## config.mk

```make
export PLATFORM = sky130hd
export DESIGN_NAME = hcva_div3
export DESIGN_NICKNAME = d
export VERILOG_FILES = /design/src/rtl/hex_cell_volume_accumulator_defines.svh /design/src/rtl/hcva_pkg.sv /design/src/rtl/hcva_div3.sv
export SDC_FILE = /design/constraint.sdc
export NUM_CORES = 1
export LEC_CHECK = 0
export BUFFER_PORTS_ARGS = -buffer_cell sky130_fd_sc_hd__buf_4
export CORE_MARGIN = 3
export CORE_UTILIZATION = 54
export CTS_CLUSTER_DIAMETER = 120
export DETAILED_ROUTE_END_ITERATION = 7
export GPL_ROUTABILITY_DRIVEN = 0
export PLACE_DENSITY = 0.9
export SYNTH_ARGS = -nofsm -noshare
export SYNTH_HDL_FRONTEND = slang
export SYNTH_SLANG_ARGS = --single-unit
```

## constraint.sdc

```tcl
create_clock -name clk_i -period 16.35 [get_ports clk_i]
set_clock_uncertainty 0.15 [all_clocks]
set_input_delay 1.635 -clock clk_i [delete_from_list [all_inputs] [get_ports clk_i]]
set_output_delay 1.635 -clock clk_i [all_outputs]
set_load 0.1 [all_outputs]
```

## src/rtl/hex_cell_volume_accumulator_defines.svh

```systemverilog
// Assertion macros for the hexahedral cell volume accumulator.
// Used by the top level only; expects clk_i and rst_ni in scope.
`ifndef HEX_CELL_VOLUME_ACCUMULATOR_DEFINES_SVH
`define HEX_CELL_VOLUME_ACCUMULATOR_DEFINES_SVH
`ifndef ASSERT_OFF
`define HCVA_ASSERT(lbl, prop) \
  lbl: assert property (@(posedge clk_i) disable iff (!rst_ni) prop) \
    else $error("hcva assertion failed");
`define HCVA_ASSERT_NEVER(lbl, expr) \
  lbl: assert property (@(posedge clk_i) disable iff (!rst_ni) !(expr)) \
    else $error("hcva forbidden condition");
`else
`define HCVA_ASSERT(lbl, prop)
`define HCVA_ASSERT_NEVER(lbl, expr)
`endif
`endif

```

## src/rtl/hcva_pkg.sv

```systemverilog
// Shared types and constants of the hexahedral cell volume accumulator.
// No dependencies.
package hcva_pkg;

  localparam int NodeAw  = 12;
  localparam int CellAw  = 12;
  localparam int CoordW  = 24;
  localparam int NodeW   = 3 * CoordW;
  localparam int VolW    = 64;
  localparam int DivW    = 64;
  localparam int CellCnt = 4096;
  localparam int NodeCnt = 4096;

  typedef enum logic [1:0] {
    KIND_LOAD = 2'd0,
    KIND_FACE = 2'd1,
    KIND_READ = 2'd2,
    KIND_NONE = 2'd3
  } kind_e;

  localparam logic RES_FACE = 1'b0;
  localparam logic RES_READ = 1'b1;

  localparam logic CFG_MODE   = 1'b0;
  localparam logic CFG_RADIUS = 1'b1;

  typedef struct packed {
    logic              we;
    logic [NodeAw-1:0] addr;
    logic [NodeW-1:0]  wdata;
  } node_req_t;

  typedef struct packed {
    logic [CellAw-1:0] rd_addr;
    logic              we;
    logic [CellAw-1:0] wr_addr;
    logic [VolW-1:0]   wr_data;
  } vol_req_t;

endpackage

```

## src/rtl/hcva_div3.sv

```systemverilog
// Serial unsigned divide by three, eight quotient bits per cycle.
// Depends on hcva_pkg.
module hcva_div3 (
  input  logic                      clk_i,
  input  logic                      rst_ni,
  input  logic                      start_i,
  input  logic [hcva_pkg::DivW-1:0] dividend_i,
  output logic                      busy_o,
  output logic                      done_o,
  output logic [hcva_pkg::DivW-1:0] quot_o
);

  logic [hcva_pkg::DivW-1:0] work_q, work_d;
  logic [1:0]                rem_q, rem_d;
  logic [2:0]                cnt_q;
  logic                      busy_q, done_q;

  always_comb begin
    logic [2:0] r;
    work_d = work_q;
    rem_d  = rem_q;
    for (int j = 0; j < 8; j++) begin
      r = {rem_d, work_d[hcva_pkg::DivW-1]};
      work_d = {work_d[hcva_pkg::DivW-2:0], (r >= 3'd3)};
      rem_d = (r >= 3'd3) ? 2'(r - 3'd3) : r[1:0];
    end
  end

  always_ff @(posedge clk_i or negedge rst_ni) begin
    if (!rst_ni) begin
      busy_q <= 1'b0;
      done_q <= 1'b0;
      cnt_q  <= '0;
    end else begin
      done_q <= busy_q && (cnt_q == 3'd7);
      if (start_i) begin
        busy_q <= 1'b1;
        cnt_q  <= '0;
      end else if (busy_q) begin
        cnt_q <= cnt_q + 3'd1;
        if (cnt_q == 3'd7) begin
          busy_q <= 1'b0;
        end
      end
    end
  end

  always_ff @(posedge clk_i) begin
    if (start_i) begin
      work_q <= dividend_i;
      rem_q  <= '0;
    end else if (busy_q) begin
      work_q <= work_d;
      rem_q  <= rem_d;
    end
  end

  assign busy_o = busy_q;
  assign done_o = done_q;
  assign quot_o = work_q;

endmodule

```

==> impl_metrics.ini, run 1 <==
[finish]
num-fill-cells = 426
fin_cells = 486
n_antenna_cell = 0
finish.net_count = 481
drive_gt1_share_pct = 54.03
area_growth_pct = 33.62

[detailed_routing]
drt_pre_antenna_iters = 4
route.detailed.vias_per_inst = 5.763
drt_first_iter_violations = 125
routed_wl_um = 8875
wl_per_cell_um = 18.26
post-route-drc-count = 0
vias = 2801
antenna_left = 0

[global_route]
via_count_of_the_first_global_routing_pass = 2809
global_route.usage.total_pct = 22.62
overflow = 0
grt_start_max_net_pins = 75
grt_first_pass_wirelength_um = 13470
grt_antenna_before_repair = 0

[die]
die-width_um = 89.35
core_area_mm2 = 0.006531
num_rows = 29
chip_height_um = 89.35
initial_core_util_pct = 57.43
io-pin-count = 133
die-area_mm2 = 0.007983

[logic_synthesis]
yosysTopAreaCellShare_pct = 51.23
syn-instance-count = 272
mappedNetlistNets = 349
post-synth-top-area-cell = edfxtp_1
edff_count_synth = 64
synth-seq-cells = 71
yosys_warnings = 0
seq_area_frac_synth_pct = 55.64
synth.lib_cells_used.distinct = 63
async_reset_ff_share_pct = 7.042
yosys-top-cells-area = edfxtp_1, mux2_2, dfrtp_1
syn_area_mm2 = 0.003751
synth_top_flop_cell = edfxtp_1
syn_avg_cell_area_um2 = 13.79

[worst_setup_path]
highest_cell_delay_on_the_worst_timing_path_ps = 560
timing.critical_path.mode_cell = ha_1
critical_path.startpoint_type = flop
critical_path_peak_fanout = 12
critical_path_arrival_ps = 8540
critPathKind = flop to flop
critPathSlowestCell = edfxtp_1
worst_ep_required_time_ps = 16270
timing.critical_path.to_type = flop

[pwr]
cellPowerDensity_mw_per_mm2 = 184.3
power.switching_fraction_pct = 48.44
power.net_switching_mw = 0.4476
power.clock.fraction_pct = 16.9
seq_power_share_pct = 28.8
p_leak_nw = 2.139
power.combinational.fraction_pct = 54.3
intPower_mw = 0.4764
worst_ir_drop_vdd_mv = 0.1212
totalPowerFinal_mw = 0.9240

[cts]
cts_setup_buffers = 0
cts.path.max_buffers = 2
cts_tree = built
cts_inserted_buffers = 9
hold_fix_buffer_count_after_cts = 0
tritoncts_num_sinks = 71
clk_root_buffer_cell = clkbuf_8
clk_pin_slew_ps = 80
worst_skew_pair.late_latency_ps = 350
cts.htree.levels = 3
cts_repair_resize_count = 0

[placement]
dp.final_hpwl_um = 6449
numPlacedInstances = 470
io_buffer_count = 132

[timing]
rsz_0062_raised_after_global_routing = false
setup_violations = 0
final_min_period_over_clock_period_pct = 52.75
slew_violations = 0
setup-tns-final_ps = 0
slew-limit-headroom_pct = 42.03
timing.fmax_ghz = 0.1160
period_minus_slack_ps = 8624
final_report_hold_violation_count = 0
worst_max_slew_pin_slew_ps = 869.5

[status]
run_status = completed

[worst_hold_path]
timing.hold.worst.class = flop to flop

[run]
max_cap_viol_count = 0
worst paths after layout:
check,from,to,slack (ps),cells after the start
worst max-delay path,quot_o[63],quot_o[0],7730,35
worst min-delay path,cnt_q[2],cnt_q[2],390,2
worst max register to register,quot_o[63],quot_o[0],7730,35
worst min register to register,cnt_q[2],cnt_q[2],390,2
max in group asynchronous,rst_ni,cnt_q[1],15030,1
min in group asynchronous,rst_ni,done_o,920,1
flip-flops by register name, indices dropped and copies added (netlist names):
name,flops
quot_o,64
rem_q,2
busy_o,1
cnt_q,3
done_o,1
cells in the mapped netlist, types with 4 or more instances:
cell type	count
a21oi_1	9
clkbuf_1	9
dfrtp_1	5
edfxtp_1	64
ha_1	10
inv_1	7
mux2_2	56
mux2i_1	5
nand2_1	6
nand2b_1	4
nor2_1	20
nor3_1	5
o21ai_0	8
metrics by stage:
| step | setup slack [ps] | hold WS [ps] | instance area (µm²) | util, % |
|---|---|---|---|---|
| floorplan | 8274 | 340.3 | 3751 | - |
| global route | 6849 | 443.3 | 5012 | 76.74 |
| detailed placement | 7876 | 372.7 | 4791 | 73.35 |
| global placement | 8421 | 359.0 | 4791 | 73.35 |
| CTS | 7811 | 391.5 | 5012 | 76.74 |
| finish | 7726 | 389.7 | 5012 | 76.74 |
placed cells by master (no fill, tap or decap), drive strengths merged, types with 2 or more instances in the layout:
master,n
a2111oi,3
a211oi,2
a21boi,2
a21o,2
a21oi,9
a22o,2
a22oi,3
a2bb2oi,2
a31oi,2
buf,133
bufinv,2
clkbuf,10
clkinv,2
dfrtp,5
dfxtp,2
edfxtp,64
ha,10
inv,8
mux2,57
mux2i,6
nand2,6
nand2b,4
nand3,2
nor2,20
nor2b,2
nor3,6
nor3b,2
nor4,3
o21a,3
o21ai,9
o31ai,2
o41a,2
or3,2
power groups by stage:
stage               sequential [mW]  combinational, mW  clock, mW
floorplan                     0.485              0.183          0
global placement              0.268              0.486          0
detailed placement            0.270              0.499          0
CTS                           0.266              0.502      0.159
global route                  0.272              0.530      0.167
finish                        0.266              0.501      0.157
final cells by class:
class | instances | area [µm²] | share of cell area, %
clock inverter | 6 | 93.84 | 1.872
clock buffer | 10 | 127.6 | 2.546
inverter | 7 | 26.28 | 0.5242
timing repair buffer | 133 | 998.5 | 19.92
sequential | 71 | 2087 | 41.64
tap | 77 | 96.34 | 1.922
multi-input combinational | 182 | 1583 | 31.58
kinds of logic (layout without fill, tap and decap cells):
kind of cell    Yosys count  after routing  synth area share [%]
fa+ha+maj                10             10                 3.336
mux                      63             63                 18.91
compound gates           55             55                 12.01
flops                    71             71                 55.64
xor+xnor                  1              1                0.2335
buf+inv                  19            156                 2.235
simple gates             53             53                 7.639
critical path, delay by kind of cell (launching register included):
kind | cells | cell delay (ps)
simple gates | 8 | 1550
compound gates | 16 | 2980
mux | 3 | 860
flops | 1 | 560
fa+ha+maj | 8 | 2230
metal layers:
| metal | track usage [%] | routed length (µm) | up-vias |
|---|---|---|---|
| li1 | - | - | 1338 |
| met1 | 25.91 | 3372 | 1338 |
| met2 | 39.18 | 4549 | 115 |
| met3 | 9.862 | 876 | 10 |
| met4 | 5.142 | 76 | 0 |
| met5 | 0 | 0 | - |
Power figures use the tool's default switching activity.
==> run 2, diff against run 1 <==
Settings changed: CORE_UTILIZATION 54 to 50, PLACE_DENSITY 0.9 to 0.84.
Clock period 16.35 ns to 7.95 ns, I/O delays scaled along.
==> run 2 against run 1 <==
Net effect:
- total power up 110%
- routed wire length fell by 2.5%
- critical path depth did not move
- clock-buffer cell count decreased by 1
- global-route usage is 2.7 points lower
- combinational power grew 120%
- final area rose by 2.6%
- die area increased by 7.5%
- sequential power increased by 110%
- first-iteration DRC count shrank 4.0%
- sequential cell count is the same
- highest routed layer unchanged
==> impl_metrics.ini, run 2 (synthesis results as in run 1) <==
[timing]
timing.fmax_ghz = 0.1341
worst_max_slew_pin_slew_ps = 889.8
final_min_period_over_clock_period_pct = 93.82
final_report_hold_violation_count = 0
setup_violations = 0
slew_violations = 0
slew-limit-headroom_pct = 40.68
period_minus_slack_ps = 7459
setup_ws_ps = 491.2
setup-tns-final_ps = 0

[die]
die-area_mm2 = 0.008578
io-pin-count = 133
initial_core_util_pct = 53.44
die-width_um = 92.62
core_area_mm2 = 0.007019
chip_height_um = 92.62
num_rows = 30

[cts]
cts_tree = built
tritoncts_num_sinks = 71
clk_root_buffer_cell = clkbuf_8
worst_skew_pair.late_latency_ps = 350
hold_fix_buffer_count_after_cts = 0
cts_inserted_buffers = 9
clk_pin_slew_ps = 80
cts.path.max_buffers = 2
cts.htree.levels = 3

[detailed_routing]
wl_per_cell_um = 16.86
routed_wl_um = 8649
route.detailed.vias_per_inst = 5.538
drt_pre_antenna_iters = 4
drt_first_iter_violations = 120
vias = 2841
antenna_left = 0
post-route-drc-count = 0

[finish]
drive_gt1_share_pct = 57.55
area_growth_pct = 37.09
finish.net_count = 489
most_common_cell_after_layout_fill_and_taps_aside = buf_4
post-route-util_pct = 73.26
fin_cells = 513
most-common-layout-cells = buf_4, edfxtp_1, mux2_2, nor2_1, clkbuf_8
n_antenna_cell = 0
largest_register_ff_count = 64

[pwr]
cellPowerDensity_mw_per_mm2 = 377.5
worst_ir_drop_vdd_mv = 0.2792
power.net_switching_mw = 0.9438
seq_power_share_pct = 28.3
intPower_mw = 0.9974
power.clock.fraction_pct = 14.9
power.combinational.fraction_pct = 56.7
power.switching_fraction_pct = 48.62
totalPowerFinal_mw = 1.941
p_leak_nw = 2.162

[worst_setup_path]
critPathKind = flop to flop
timing.critical_path.mode_cell = ha_2
critical-path-top-delay-family = compound AO/OA/AOI/OAI gates
worst_ep_required_time_ps = 7870
cp_num_buf_inv = 0
critical_path_arrival_ps = 7380
timing.critical_path.to_type = flop
highest_cell_delay_on_the_worst_timing_path_ps = 420
critical_path.startpoint_type = flop
critical_path_peak_fanout = 9
critPathSlowestCell = dfxtp_1

[placement]
dp.final_hpwl_um = 6035
io_buffer_count = 132
numPlacedInstances = 491
setup_slack_placement_ps = -85.53

[global_route]
overflow = 0
global_route.usage.total_pct = 19.90
grt_start_max_net_pins = 75
grt_antenna_before_repair = 0
grt_first_pass_wirelength_um = 13380
via_count_of_the_first_global_routing_pass = 2782

[status]
run_status = completed

[run]
max_cap_viol_count = 0

[worst_hold_path]
timing.hold.worst.class = input pin to async pin
[run 2: cell types whose count changed in the layout (fill, tap and decap cells not counted), sizes merged]
cell	delta
bufinv	-1
clkinvlp	+1
buf	+8
clkinv	+1
clkbuf	-1
[run 2: worst reg2reg max path: cells and delay by family, from the launching register on]
family,cells,cell delay [ps]
adder cells (fa/ha/maj),8,1930
multiplexers,2,280
AO/OA/AOI/OAI,18,3120
flip-flops,1,420
AND/OR/NAND/NOR,7,1320
[run 2: per-stage QoR]
| step | hold WS [ps] | cell area, µm² |
|---|---|---|
| 2_1_floorplan | 340.3 | 3775 |
| 3_3_place_gp | 357.5 | 4847 |
| 3_5_place_dp | 373.7 | 4847 |
| 4_1_cts | 73.06 | 5051 |
| 5_1_grt | 77.54 | 5142 |
| 6_report | 82.94 | 5142 |
[run 2: area by class of cell]
type,instances,area (µm²)
well taps,96,120.1
fillers,468,1877
repair buffers,141,1059
multi-input cells,182,1655
inverters,7,26.28
clock inverters,7,71.32
clock buffers,9,123.9
flip-flops and latches,71,2087
[run 2: metal layers]
metal	GRT usage, %	part of all wire [%]	wire, µm
met5	0	0	0
met4	7.692	2.2	193
met3	6.011	9.6	832
met2	32.27	47	4069
met1	25.09	41	3553
[run 2: power by group through the flow]
stage	combinational, mW	clock, mW	sequential [mW]
after CTS	1.04	0.296	0.549
after detailed placement	1.03	0	0.555
after floorplan	0.383	0	0.999
final	1.10	0.290	0.550
after global placement	1.01	0	0.552
after global routing	1.16	0.308	0.561
[run 2: worst paths after layout]
check                         start         to  slack [ps]  depth (start not counted)
max reg2reg                rem_q[0]  quot_o[0]         490                         35
min in group clk_i         cnt_q[1]   cnt_q[1]         390                          2
max                        rem_q[0]  quot_o[0]         490                         35
max in group asynchronous    rst_ni     done_o        7460                          1
min                          rst_ni   cnt_q[1]          80                          1
min reg2reg                cnt_q[1]   cnt_q[1]         390                          2
[run 2: timing repair]
item | CTS | global route
gates resized for setup | 1 | 13
cloned | 0 | 0
buffers inserted | 0 | 6
endpoints found under the setup margin | 1 | 3
hold endpoints to repair | 0 | 0
==> run 3, diff against run 2 <==
Settings changed: CORE_UTILIZATION 50 to 45, PLACE_DENSITY 0.84 to 0.77.
==> run 3 against run 2 <==
Net effect:
- via count fell by 2.3%
- sequential cell count is the same
- combinational power about the same
- first-iteration DRC count decreased by 58%
- routed wire length down 1.1%
- critical endpoint unchanged
- largest cell class unchanged
==> impl_metrics.ini, run 3 (synthesis results as in run 1) <==
[cts]
hold_fix_buffer_count_after_cts = 0
clk_root_buffer_cell = clkbuf_8
cts.path.max_buffers = 2
clk_pin_slew_ps = 80
cts_tree = built
cts_inserted_buffers = 9
cts.htree.levels = 3
tritoncts_num_sinks = 71
worst_skew_pair.late_latency_ps = 350

[timing]
period_minus_slack_ps = 7254
setup_violations = 0
final_report_hold_violation_count = 0
final_min_period_over_clock_period_pct = 91.24
slew_violations = 0
setup-tns-final_ps = 0
slew-limit-headroom_pct = 39.15
timing.fmax_ghz = 0.1379
worst_max_slew_pin_slew_ps = 912.7

[global_route]
grt.met3_usage_pct = 6.820
use_met1_pct = 22.94
global_route.usage.total_pct = 18.37
grt_antenna_before_repair = 0
gr-usage-met2_pct = 29.51
grt_first_pass_wirelength_um = 14150
via_count_of_the_first_global_routing_pass = 2872
grt_start_max_net_pins = 75
overflow = 0
grt_busiest_layer = met2

[worst_setup_path]
r2r_cells = 35
worst_ep_required_time_ps = 7880
timing.critical_path.mode_cell = ha_1
end_of_the_critical_path = quot_o[0]
critical_path.startpoint_type = flop
r2r-end = quot_o[0]
reg2reg_from = rem_q[0]
timing.critical_path.to_type = flop
critPathKind = flop to flop
ff2ff_setup_slack_ps = 700
timing.critical_path.from = rem_q[0]
critical_path_peak_fanout = 8
critical_path_arrival_ps = 7180
critPathSlowestCell = dfxtp_1
highest_cell_delay_on_the_worst_timing_path_ps = 420

[pwr]
totalPowerFinal_mw = 1.890
worst_ir_drop_vdd_mv = 0.2624
p_leak_nw = 2.154
cellPowerDensity_mw_per_mm2 = 370.1

[finish]
multi_input_gate_area_mm2 = 0.001643
largest_register_ff_count = 64
finish.net_count = 488
area_growth_pct = 36.12
drive_gt1_share_pct = 57.45
most-common-layout-cells = buf_4, edfxtp_1, mux2_2, nor2_1, clkbuf_8
regArea_mm2 = 0.002087
n_antenna_cell = 0
most_common_cell_after_layout_fill_and_taps_aside = buf_4
num-fill-cells = 612

[detailed_routing]
drt_first_iter_violations = 50
post-route-drc-count = 0
routed_wl_um = 8551
drt_pre_antenna_iters = 4
vias = 2777
antenna_left = 0
wl_per_cell_um = 16.51
route.detailed.vias_per_inst = 5.361

[die]
io-pin-count = 133
die-width_um = 97.30
core_area_mm2 = 0.007928
die-area_mm2 = 0.009467
num_rows = 32
initial_core_util_pct = 47.32
chip_height_um = 97.30

[placement]
io_buffer_count = 132
dp.final_hpwl_um = 6107

[worst_hold_path]
timing.hold.worst.class = input pin to async pin

[status]
run_status = completed

[run]
max_cap_viol_count = 0
run 3: changes by cell type in the layout (fill, tap and decap cells not counted), sizes merged:
| cell | delta |
|---|---|
| bufinv | -1 |
| clkinvlp | -1 |
| buf | -1 |
| clkinv | +2 |
run 3: cell type report:
| class | instances | share of cell area [%] |
|---|---|---|
| multi-input cells | 182 | 32.17 |
| repair buffers | 140 | 20.58 |
| flip-flops and latches | 71 | 40.87 |
| well taps | 102 | 2.499 |
| clock buffers | 9 | 2.426 |
| inverters | 7 | 0.5146 |
| clock inverters | 7 | 0.9311 |
run 3: what timing repair did:
item	CTS	global route
setup buffers	0	5
hold endpoints to repair	0	0
endpoints found under the setup margin	1	3
gates resized for setup	1	10
run 3: worst max-delay path: cells and delay by family (launching register included):
family,cells,cell delay (ps)
muxes,2,240
adders and majority gates,8,2010
buffers and inverters,1,90
AOI/OAI and AO/OA,17,2740
DFF,1,420
and+or+nand+nor,7,1330
run 3: through the flow:
stage / util [%] / setup WS [ps] / hold slack (ps) / std cells / area, µm²
after global routing: 64.41 / -40.01 / 61.95 / 518 / 5106
after global placement: 61.24 / 362.1 / 357.5 / 497 / 4855
after floorplan: - / 5.760 / 340.3 / 272 / 3775
final: 64.41 / 696.1 / 77.40 / 518 / 5106
after detailed placement: 61.24 / -52.21 / 378.8 / 497 / 4855
after CTS: 63.51 / 51.20 / 71.47 / 513 / 5035
run 3: routing by layer:
metal	part of all wire (%)	wire length [µm]
met1	43	3704
met2	46	3944
met3	8.6	737
met4	1.9	164
met5	0	0
run 3: worst min-delay path by stage:
stage                     endpoint  slack [ps]  depth (start not counted)
final                     cnt_q[1]          80                          1
after global routing      cnt_q[1]          60                          1
after CTS                 cnt_q[1]          70                          1
after detailed placement  cnt_q[1]         380                          2
after global placement    cnt_q[1]         360                          2
after floorplan           cnt_q[1]         340                          2
run 3: where the power goes:
part	leakage, nW	internal, mW	total (mW)	switching, mW
clock	0.0870	0.113	0.259	0.146
sequential	0.752	0.492	0.546	0.0540
combinational	1.31	0.350	1.09	0.736
